### src/rtl/fnvh_pkg.sv
// fnvh_pkg: constants, register indexes and controller/datapath structs
// for the chained fnv-1a name hash; no dependencies
package fnvh_pkg;

  localparam logic [63:0] OFFSET_BASIS = 64'hcbf29ce484222325;
  // fnv prime is 2^40 + 0x1b3
  localparam logic [8:0]  FNV_PRIME_LO = 9'h1b3;
  localparam int          FNV_PRIME_SHIFT = 40;
  localparam int          FNV_TOP_BITS = 64 - FNV_PRIME_SHIFT;
  localparam logic [63:0] MIX_CONST = 64'hd6e8feb86659fd93;
  localparam logic [63:0] SEED_RESET = 64'h50584d4c;
  localparam logic        CHAIN_RESET = 1'b1;

  typedef logic [0:0] cfg_index_t;
  localparam cfg_index_t REG_START_SEED = 1'b0;
  localparam cfg_index_t REG_CHAIN_MODE = 1'b1;

  typedef struct packed {
    logic load_item;  // latch the byte of an accepted transaction
    logic byte_mul;   // xor byte in, multiply by low part of prime
    logic byte_add;   // add the 2^40 term of the prime
    logic fin_m0;     // low x low partial product
    logic fin_m1;     // high x low partial product
    logic fin_m2;     // low x high partial product
    logic fin_m3;     // fold last partial product
    logic fin_out;    // final xor-shift, load result, reseed
  } fnvh_cmd_t;

  typedef struct packed {
    logic result_free;  // result register can take a value this cycle
  } fnvh_status_t;

endpackage

### src/rtl/fnvh_ctrl.sv
// fnvh_ctrl: controller state machine for the chained fnv-1a name hash
// depends on fnvh_pkg (command and status structs)
module fnvh_ctrl (
  input  logic                  clk,
  input  logic                  rst,
  input  logic                  item_valid,
  output logic                  item_ready,
  input  logic                  byte_present,
  input  logic                  segment_end,
  input  fnvh_pkg::fnvh_status_t status,
  output fnvh_pkg::fnvh_cmd_t    cmd
);
  import fnvh_pkg::*;

  typedef enum logic [7:0] {
    S_IDLE     = 8'b0000_0001,
    S_BYTE_MUL = 8'b0000_0010,
    S_BYTE_ADD = 8'b0000_0100,
    S_FIN_M0   = 8'b0000_1000,
    S_FIN_M1   = 8'b0001_0000,
    S_FIN_M2   = 8'b0010_0000,
    S_FIN_M3   = 8'b0100_0000,
    S_FIN_OUT  = 8'b1000_0000
  } state_t;

  state_t state, state_next;
  logic   end_pending, end_pending_next;
  logic   accept;

  assign item_ready = (state == S_IDLE);
  assign accept     = item_valid && item_ready;

  always_comb begin
    state_next       = state;
    end_pending_next = end_pending;
    cmd              = '0;
    unique case (state)
      S_IDLE: begin
        if (accept) begin
          cmd.load_item    = 1'b1;
          end_pending_next = segment_end;
          if (byte_present) begin
            state_next = S_BYTE_MUL;
          end else if (segment_end) begin
            state_next = S_FIN_M0;
          end
        end
      end
      S_BYTE_MUL: begin
        cmd.byte_mul = 1'b1;
        state_next   = S_BYTE_ADD;
      end
      S_BYTE_ADD: begin
        cmd.byte_add = 1'b1;
        state_next   = end_pending ? S_FIN_M0 : S_IDLE;
      end
      S_FIN_M0: begin
        cmd.fin_m0 = 1'b1;
        state_next = S_FIN_M1;
      end
      S_FIN_M1: begin
        cmd.fin_m1 = 1'b1;
        state_next = S_FIN_M2;
      end
      S_FIN_M2: begin
        cmd.fin_m2 = 1'b1;
        state_next = S_FIN_M3;
      end
      S_FIN_M3: begin
        cmd.fin_m3 = 1'b1;
        state_next = S_FIN_OUT;
      end
      S_FIN_OUT: begin
        // hold here while the previous result is still waiting
        if (status.result_free) begin
          cmd.fin_out = 1'b1;
          state_next  = S_IDLE;
        end
      end
      default: begin
        state_next = S_IDLE;
      end
    endcase
  end

  always_ff @(posedge clk) begin
    if (rst) begin
      state       <= S_IDLE;
      end_pending <= 1'b0;
    end else begin
      state       <= state_next;
      end_pending <= end_pending_next;
    end
  end

endmodule

### src/rtl/fnvh_dp.sv
// fnvh_dp: datapath of the chained fnv-1a name hash (hash state, shared
// 32x32 multiplier, config registers, result register); depends on fnvh_pkg
module fnvh_dp (
  input  logic                   clk,
  input  logic                   rst,
  input  logic                   cfg_write,
  input  fnvh_pkg::cfg_index_t   cfg_index,
  input  logic [63:0]            cfg_data,
  input  logic [7:0]             data_byte,
  input  fnvh_pkg::fnvh_cmd_t    cmd,
  output fnvh_pkg::fnvh_status_t status,
  output logic                   result_valid,
  input  logic                   result_ready,
  output logic [63:0]            hash_full,
  output logic [31:0]            hash_folded,
  output logic                   segment_kind
);
  import fnvh_pkg::*;

  logic [63:0] start_seed;
  logic        chain_mode;
  logic [63:0] running_hash;
  logic        name_phase;

  logic [7:0]              byte_q;
  logic [FNV_TOP_BITS-1:0] x_low;
  logic [63:0]             prod;
  logic [63:0]             acc;

  logic [63:0] x_val;
  logic [63:0] mix_val;
  logic [31:0] mul_a;
  logic [31:0] mul_b;
  logic [63:0] fin_val;

  assign x_val   = running_hash ^ {56'b0, byte_q};
  assign mix_val = running_hash ^ {32'b0, running_hash[63:32]};
  assign fin_val = acc ^ {32'b0, acc[63:32]};

  // operand select for the shared multiplier
  always_comb begin
    priority if (cmd.fin_m1) begin
      mul_a = mix_val[63:32];
      mul_b = MIX_CONST[31:0];
    end else if (cmd.fin_m2) begin
      mul_a = mix_val[31:0];
      mul_b = MIX_CONST[63:32];
    end else begin
      mul_a = mix_val[31:0];
      mul_b = MIX_CONST[31:0];
    end
  end

  assign status.result_free = !result_valid || result_ready;

  // datapath working registers
  always_ff @(posedge clk) begin
    if (cmd.load_item) begin
      byte_q <= data_byte;
    end
    if (cmd.byte_mul) begin
      prod  <= 64'(x_val * {55'b0, FNV_PRIME_LO});
      x_low <= x_val[FNV_TOP_BITS-1:0];
    end else if (cmd.fin_m0 || cmd.fin_m1 || cmd.fin_m2) begin
      prod <= {32'b0, mul_a} * {32'b0, mul_b};
    end
    if (cmd.fin_m1) begin
      acc <= prod;
    end else if (cmd.fin_m2 || cmd.fin_m3) begin
      acc[63:32] <= acc[63:32] + prod[31:0];
    end
    if (cmd.fin_out) begin
      hash_full    <= fin_val;
      hash_folded  <= fin_val[31:0] ^ fin_val[63:32];
      segment_kind <= chain_mode && name_phase;
    end
  end

  // hash state, config and result handshake
  always_ff @(posedge clk) begin
    if (rst) begin
      start_seed   <= SEED_RESET;
      chain_mode   <= CHAIN_RESET;
      running_hash <= OFFSET_BASIS ^ SEED_RESET;
      name_phase   <= 1'b0;
      result_valid <= 1'b0;
    end else begin
      if (cfg_write) begin
        unique case (cfg_index)
          REG_START_SEED: begin
            start_seed   <= cfg_data;
            running_hash <= OFFSET_BASIS ^ cfg_data;
          end
          REG_CHAIN_MODE: begin
            chain_mode   <= cfg_data[0];
            running_hash <= OFFSET_BASIS ^ start_seed;
          end
          default: begin
            running_hash <= OFFSET_BASIS ^ start_seed;
          end
        endcase
        name_phase <= 1'b0;
      end else if (cmd.byte_add) begin
        running_hash <= prod + {x_low, {FNV_PRIME_SHIFT{1'b0}}};
      end else if (cmd.fin_out) begin
        if (chain_mode && !name_phase) begin
          running_hash <= OFFSET_BASIS ^ fin_val;
          name_phase   <= 1'b1;
        end else begin
          running_hash <= OFFSET_BASIS ^ start_seed;
          name_phase   <= 1'b0;
        end
      end
      if (cmd.fin_out) begin
        result_valid <= 1'b1;
      end else if (result_ready) begin
        result_valid <= 1'b0;
      end
    end
  end

endmodule

### src/rtl/fnv1a_chained_name_hash.sv
// fnv1a_chained_name_hash: top level, joins controller and datapath
// depends on fnvh_pkg, fnvh_ctrl, fnvh_dp
//
// sequencing: a marker-only transaction is taken in the idle state alone; a byte
//   then walks xor and 64x9 multiply, then add of the 2^40 term of the prime
// segment end adds three partial products on a shared 32x32 multiplier,
//   one fold and one result load; the result load waits while the previous
//   result is still held downstream
// reset: synchronous, clears the state machine and result valid, restores
//   start_seed, chain_mode and the running hash to their reset values
module fnv1a_chained_name_hash (
  input  logic                 clk,
  input  logic                 rst,
  // config write port
  input  logic                 cfg_write,
  input  fnvh_pkg::cfg_index_t cfg_index,
  input  logic [63:0]          cfg_data,
  // byte transactions
  input  logic                 item_valid,
  output logic                 item_ready,
  input  logic [7:0]           data_byte,
  input  logic                 byte_present,
  input  logic                 segment_end,
  // result transactions
  output logic                 result_valid,
  input  logic                 result_ready,
  output logic [63:0]          hash_full,
  output logic [31:0]          hash_folded,
  output logic                 segment_kind
);
  import fnvh_pkg::*;

  fnvh_cmd_t    cmd;
  fnvh_status_t status;

  // sequencer: one transaction at a time, walks the byte and finalize steps
  fnvh_ctrl u_ctrl (
    .clk          (clk),
    .rst          (rst),
    .item_valid   (item_valid),
    .item_ready   (item_ready),
    .byte_present (byte_present),
    .segment_end  (segment_end),
    .status       (status),
    .cmd          (cmd)
  );

  // hash state, multiplier and result register; the result register lets
  // new bytes be taken while a finished hash still waits downstream
  fnvh_dp u_dp (
    .clk          (clk),
    .rst          (rst),
    .cfg_write    (cfg_write),
    .cfg_index    (cfg_index),
    .cfg_data     (cfg_data),
    .data_byte    (data_byte),
    .cmd          (cmd),
    .status       (status),
    .result_valid (result_valid),
    .result_ready (result_ready),
    .hash_full    (hash_full),
    .hash_folded  (hash_folded),
    .segment_kind (segment_kind)
  );

endmodule

### config.mk
export PLATFORM = sky130hd
export DESIGN_NAME = fnv1a_chained_name_hash
export DESIGN_NICKNAME = d
export VERILOG_FILES = /design/src/rtl/fnvh_pkg.sv /design/src/rtl/fnvh_ctrl.sv /design/src/rtl/fnvh_dp.sv /design/src/rtl/fnv1a_chained_name_hash.sv
export SDC_FILE = /design/constraint.sdc
export NUM_CORES = 2
export LEC_CHECK = 0
export ABC_AREA = 1
export ABC_CLOCK_PERIOD_IN_PS = 7100
export BUFFER_PORTS_ARGS = -buffer_cell sky130_fd_sc_hd__buf_2
export CORE_MARGIN = 5
export CORE_UTILIZATION = 50
export DETAILED_ROUTE_END_ITERATION = 10
export PLACE_DENSITY = 0.69
export SYNTH_ARGS = -nofsm -noshare
export SYNTH_HDL_FRONTEND = slang
export SYNTH_SLANG_ARGS = --single-unit
### constraint.sdc
create_clock -name clk -period 7.1 [get_ports clk]
set_input_delay 1.42 -clock clk [delete_from_list [all_inputs] [get_ports clk]]
set_output_delay 1.42 -clock clk [all_outputs]
set_load 0.01 [all_outputs]
=== Word-level counts from Yosys, hierarchy flattened ===
Cells that the tools add are included.

* Register bits: 397
* Input bits: 80
* Output and inout port bits: 99
* Word-level logic and storage cells: 89

* Add/subtract/negate cells: 2
* Multipliers: 2
* Equality and inequality tests: 11
* Multiplexer cells: 31
* Bitwise operators: 9
* Reduce and logical (&&, ||, !) cells: 19

{| class="wikitable"
|+ Operators with widths
! operator !! count
|-
| $mux 64 || 6
|-
| $mux 32 || 5
|-
| $pmux 64 s2 || 1
|-
| $xor 64x32->64 || 2
|-
| $not 28->28 || 3
|-
| $add 64x64->64 || 1
|-
| $mul 32x32->64 || 1
|-
| $mul 64x9->64 const B || 1
|-
| $pmux 8 s8 || 1
|-
| $xor 64x8->64 || 1
|-
| $add 32x32->32 || 1
|-
| $mux 8 || 4
|-
| $xor 32x32->32 || 1
|-
| $mux 1 || 13
|-
| $eq 8x1->1 const B || 1
|-
| $eq 8x2->1 const B || 1
|-
| $eq 8x3->1 const B || 1
|-
| $eq 8x4->1 const B || 1
|-
| $eq 8x5->1 const B || 1
|-
| $eq 8x6->1 const B || 1
|-
| $eq 8x7->1 const B || 1
|-
| $eq 8x8->1 const B || 1
|-
| $reduce_and 2->1 || 4
|-
| $reduce_bool 2->1 || 3
|-
| other kinds (10) || 18
|}

=== Longest topological paths before layout ===
* Depth in word-level cells: 7
* Gate-level depth with buffers: 41
* Mapped depth without buffers: 39

=== Cells and area by module ===
Synthesis repeated with hierarchy kept, for this count alone.

* Cell total of the unflattened synthesis: 7148
* Area total of the unflattened synthesis: 57815.4 um^2

{| class="wikitable"
|+ By module, submodules not included
! module !! instances !! cells an instance !! area an instance (um^2) !! seq. area each (um^2)
|-
| fnvh_dp || 1 || 7051 || 57249.9 || 10339.9
|-
| fnvh_ctrl || 1 || 97 || 565.5 || 180.2
|}

=== Worst setup path after synthesis ===
No wires, ideal clock.

* Kind: register -> register
* Start point: register u_ctrl.state[0]
* End point: register u_dp.prod[51] (data pin)
* Arrival time: 7.486 ns
* Data required time: 6.846 ns
* Slack: -0.640 ns
* Stages on the path, launching flop included: 35
* Cell sequence: dfxtp_1 -> inv_2 -> nand3_2 -> inv_2 -> nand2_2 -> buf_6 -> buf_4 -> buf_2 -> nand2_1 -> xor2_1 -> nor2_1 -> fa_1 -> inv_1 -> fa_1 -> fa_1 -> fa_1 -> inv_1 -> fa_1 -> fa_1 -> fa_1 -> inv_1 -> fa_1 -> inv_1 -> ha_1 -> nand2_1 -> nor2_1 -> inv_1 -> nor2_1 -> inv_1 -> nor3_1 -> nand2_1 -> nand3_1 -> nand2_1 -> nand3_1 -> nand2_1

* Word-level cells in the longest chain between the ends: 7

{| class="wikitable"
|+ RTL lines
! item !! RTL line !! source
|-
| start: declaration || fnvh_ctrl.sv:26 || <nowiki>state_t state, state_next;</nowiki>
|-
| start signal: assignment || fnvh_ctrl.sv:91 || <nowiki>state <= state_next;</nowiki>
|-
| $eq 8x6->1 || fnvh_ctrl.sv:37 || <nowiki>unique case (state)</nowiki>
|-
| $mux 1 || fnvh_ctrl.sv:37 ||
|-
| $mux 32 || fnvh_dp.sv:45 || <nowiki>end else if (cmd.fin_m2) begin</nowiki>
|-
| $mux 32 || fnvh_dp.sv:42 || <nowiki>priority if (cmd.fin_m1) begin</nowiki>
|-
| $mul 32x32->64 || fnvh_dp.sv:65 || <nowiki>prod <= {32'b0, mul_a} * {32'b0, mul_b};</nowiki>
|-
| $mux 64 || fnvh_dp.sv:64 || <nowiki>end else if (cmd.fin_m0 || cmd.fin_m1 || cmd.fin_m2) begin</nowiki>
|-
| $mux 64 (*) || fnvh_dp.sv:61 || <nowiki>if (cmd.byte_mul) begin</nowiki>
|-
| end signal: assignment || fnvh_dp.sv:62 || <nowiki>prod <= 64'(x_val * {55'b0, FNV_PRIME_LO});</nowiki>
|-
| end signal: assignment || fnvh_dp.sv:65 ||
|-
| end: declaration || fnvh_dp.sv:27 || <nowiki>logic [63:0] prod;</nowiki>
|}

Every way passes the cells marked *; elsewhere a longest branch is shown, timed or not. The select of a mux whose other input is x is not followed.
A chain may end at the register's enable or synchronous reset.

=== Worst setup path after layout ===
* Start point: register u_ctrl.state[3]
* End point: register u_dp.prod[28] (data pin)

The elaborated chain is that of the path after synthesis.

==> run summary <==
Cell Area, Placed = 0.06619 mm^2
# hold bufs at CTS = 0
Synth cell types = 59
area of the multi-input gates = 0.04301 mm^2
drt pass-1 iters = 8
critical path launch point type = flip-flop
HP Class = flip-flop to flip-flop
R2R depth = 31
Layout area overhead = 24.49%
CP required = 7.45 ns
WHS Endpoint = u_dp.hash_folded[4]
Worst Hold Launch = u_dp.acc[4]
Vias/cell = 5.523
Achievable Freq = 0.1260 GHz
CTS root buf = clkbuf_16
cells after synthesis = 6984
routed vias = 52213
Sum Neg Setup Slack = -31.90 ns
DP Wirelength = 216700 um
Max-Cap Viols = 0
initial antenna violation count = 14
Total Routing Usage GR = 41.22%
violated checks = negative setup slack
Netlist Area Pre-Place = 0.05748 mm^2
Hold WS = 0.4567 ns
simple-gate portion of the synthesized area = 16.54%
first-pass GRT wire length = 361700 um
H-tree lvl count = 2
clock slew at reported path FFs = 0.08 ns
Slew Limit Fails = 0
critical path's largest stage delay = 0.60 ns
Worst EP arrival = 8.29 ns
setup ws final = -0.8355 ns
Reg area = 0.01053 mm^2
R2R setup slack = -0.84 ns
chip height = 349.1 um
total grt overflow = 0
worst-margin pin slew = 1.094 ns
clock sink total = 397
syn nets = 8487
Setup crit end kind = flip-flop
largest family of logic cells by synthesized area = adder cells
final core occ = 62.67%
Die W = 349.1 um
mux share of post-synthesis cell area = 0.05224%
Post-synth EDFFs = 257
Slowest cell on crit path = fa_1
syn_area_per_cell = 8.231 um^2
CP Class = flip-flop to flip-flop
post-route clock period utilization = 111.8%
commonest register cell after synthesis = edfxtp_1
starting density of the core = 50.34%
drt initial violations = 5292
WL final = 255300 um
largest net degree at the start of global routing = 97
Nets = 9396
RSZ-0062 raised after global routing = true
max-slew headroom at the worst pin = 26.78%
synth top area cells = fa_1, edfxtp_1, ha_1
status = finished with violations
share of cells above drive strength 1 = 22.55%
XOR/XNOR Fraction of Synth Area = 2.442%
Yosys top cell by area = fa_1
number of port buffers = 178
Total Die Area = 0.1219 mm^2
clock buffer depth = 3
total CTS buffers = 48
number of core rows = 124
sequential-to-total area share from yosys stat = 18.30%
Final Instance Area = 0.07156 mm^2
clk_skew = 0.05100 ns
Synth Area in Compound Gates = 8.419%
drt drc = 0
Seq cells post-synth = 397
Routability Congestion = 1.048
ANT nets after route = 0
Async S/R FF share, synth = 0%
clk_lat worst skew = 0.67 ns
Final Critical Period = 7.936 ns
core area = 0.1142 mm^2
R2R Path Start = u_ctrl.state[3]
Final Hold Vio Count = 0
Max Fanout on Critical Path = 7
DR WL/cell = 27.01 um
Synth top area share = 29.64%
CTS tree = done
Synth Area in Adders = 42.09%
# fillers = 9933
I/O pin count = 179
# setup viols final = 51
Min-Delay Path Depth = 0
YS warnings = 0
number of global-route vias before repair = 52627
Crit Reg-Reg Endpoint = u_dp.prod[28]
cells in the mapped netlist (12+ instances only):
cell type  count
a211oi_1      17
a21o_1        15
a21oi_1      334
a31o_2        16
a31oi_1       12
a41oi_1       19
buf_2         28
clkbuf_1     113
dfxtp_1      140
edfxtp_1     257
fa_1         851
ha_1         572
inv_1       1658
inv_2         22
nand2_1     1387
nand3_1      262
nand3b_1      28
nand4_1       36
nor2_1       493
nor3_1        28
nor4_1        12
o211ai_1      28
o21ai_0      331
o21bai_1      31
o221ai_1      17
or2_2         27
xnor2_1       28
xor2_1       111
flip-flops by register name (all words and copies together) (netlist names):
register,count
u_dp.result_valid,1
u_dp.acc,64
u_dp.running_hash,64
u_dp.x_low,24
u_dp.hash_folded,32
u_dp.prod,64
u_dp.segment_kind,1
u_dp.chain_mode,1
u_ctrl.end_pending,1
u_ctrl.state,8
u_dp.byte_q,8
u_dp.start_seed,64
u_dp.name_phase,1
u_dp.hash_full,64
worst max-delay path, delay by kind of cell, from the launching register on:
| kind | cells | cell delay, ns |
|---|---|---|
| compound gates | 3 | 0.35 |
| xor+xnor | 1 | 0.26 |
| fa+ha+maj | 9 | 4.47 |
| buf+inv | 10 | 1.19 |
| flops | 1 | 0.33 |
| simple gates | 8 | 1.02 |
logic make-up after synthesis:
kind of cell | count (synthesis)
fa+ha+maj | 1423
simple gates | 2315
mux | 3
compound gates | 860
flops | 397
buf+inv | 1839
xor+xnor | 147
area by class of cell:
class	count	area share [%]
flip-flops and latches	397	14.71
clock buffers	58	1.775
inverters	1683	8.889
well taps	1512	2.644
multi-input cells	4748	60.10
repair buffers	1015	11.42
clock inverters	31	0.4319
diodes	9	0.03147
layout by cell type (no fill, tap or decap), types with 79 or more instances in the layout:
cell      count
xor2_1       92
nor2_4       79
edfxtp_1    257
a21oi_1     285
nand3_1     249
buf_4       730
inv_1      1560
o21ai_0     282
buf_2       178
nand2_2      82
nor2_1      373
nand2_1    1276
inv_2       108
dfxtp_1     133
ha_1        511
fa_1        793
what timing repair did:
item / CTS / global route
setup endpoints to repair: 52 / 53
setup buffers: 60 / 52
gates cloned: 4 / 0
pin swaps: 70 / 203
gates resized for setup: 283 / 474
routing by layer:
metal,global-route usage (%),share of wire [%],vias up,routed length (um)
li1,-,-,23425,-
met1,50.73,37,25499,93910
met2,65.22,45,2637,115200
met3,11.27,10,640,26140
met4,24.26,7.8,12,19960
met5,0,0.034,-,86
how the worst max path moves through the flow:
stage          depth (start not counted)  slack [ns]       endpoint            start
5_1_grt                               33       -1.04  u_dp.prod[62]  u_ctrl.state[3]
6_report                              31       -0.84  u_dp.prod[28]  u_ctrl.state[3]
4_1_cts                               40       -0.64  u_dp.prod[48]  u_ctrl.state[6]
3_5_place_dp                          29       -1.05  u_dp.prod[27]  u_ctrl.state[7]
3_3_place_gp                          30       -1.04  u_dp.prod[30]  u_ctrl.state[3]
2_1_floorplan                         34       -0.04  u_dp.prod[51]  u_ctrl.state[3]
stage by stage:
stage	instances	setup WS (ns)
finish	9453	-0.8355
global route	9450	-1.042
CTS	9396	-0.6449
detailed placement	9243	-1.047
global placement	9243	-1.038
floorplan	6984	-0.03634
Power is not shown: default switching activity piles up to over one toggle a cycle in this logic, so the estimate is an artifact.
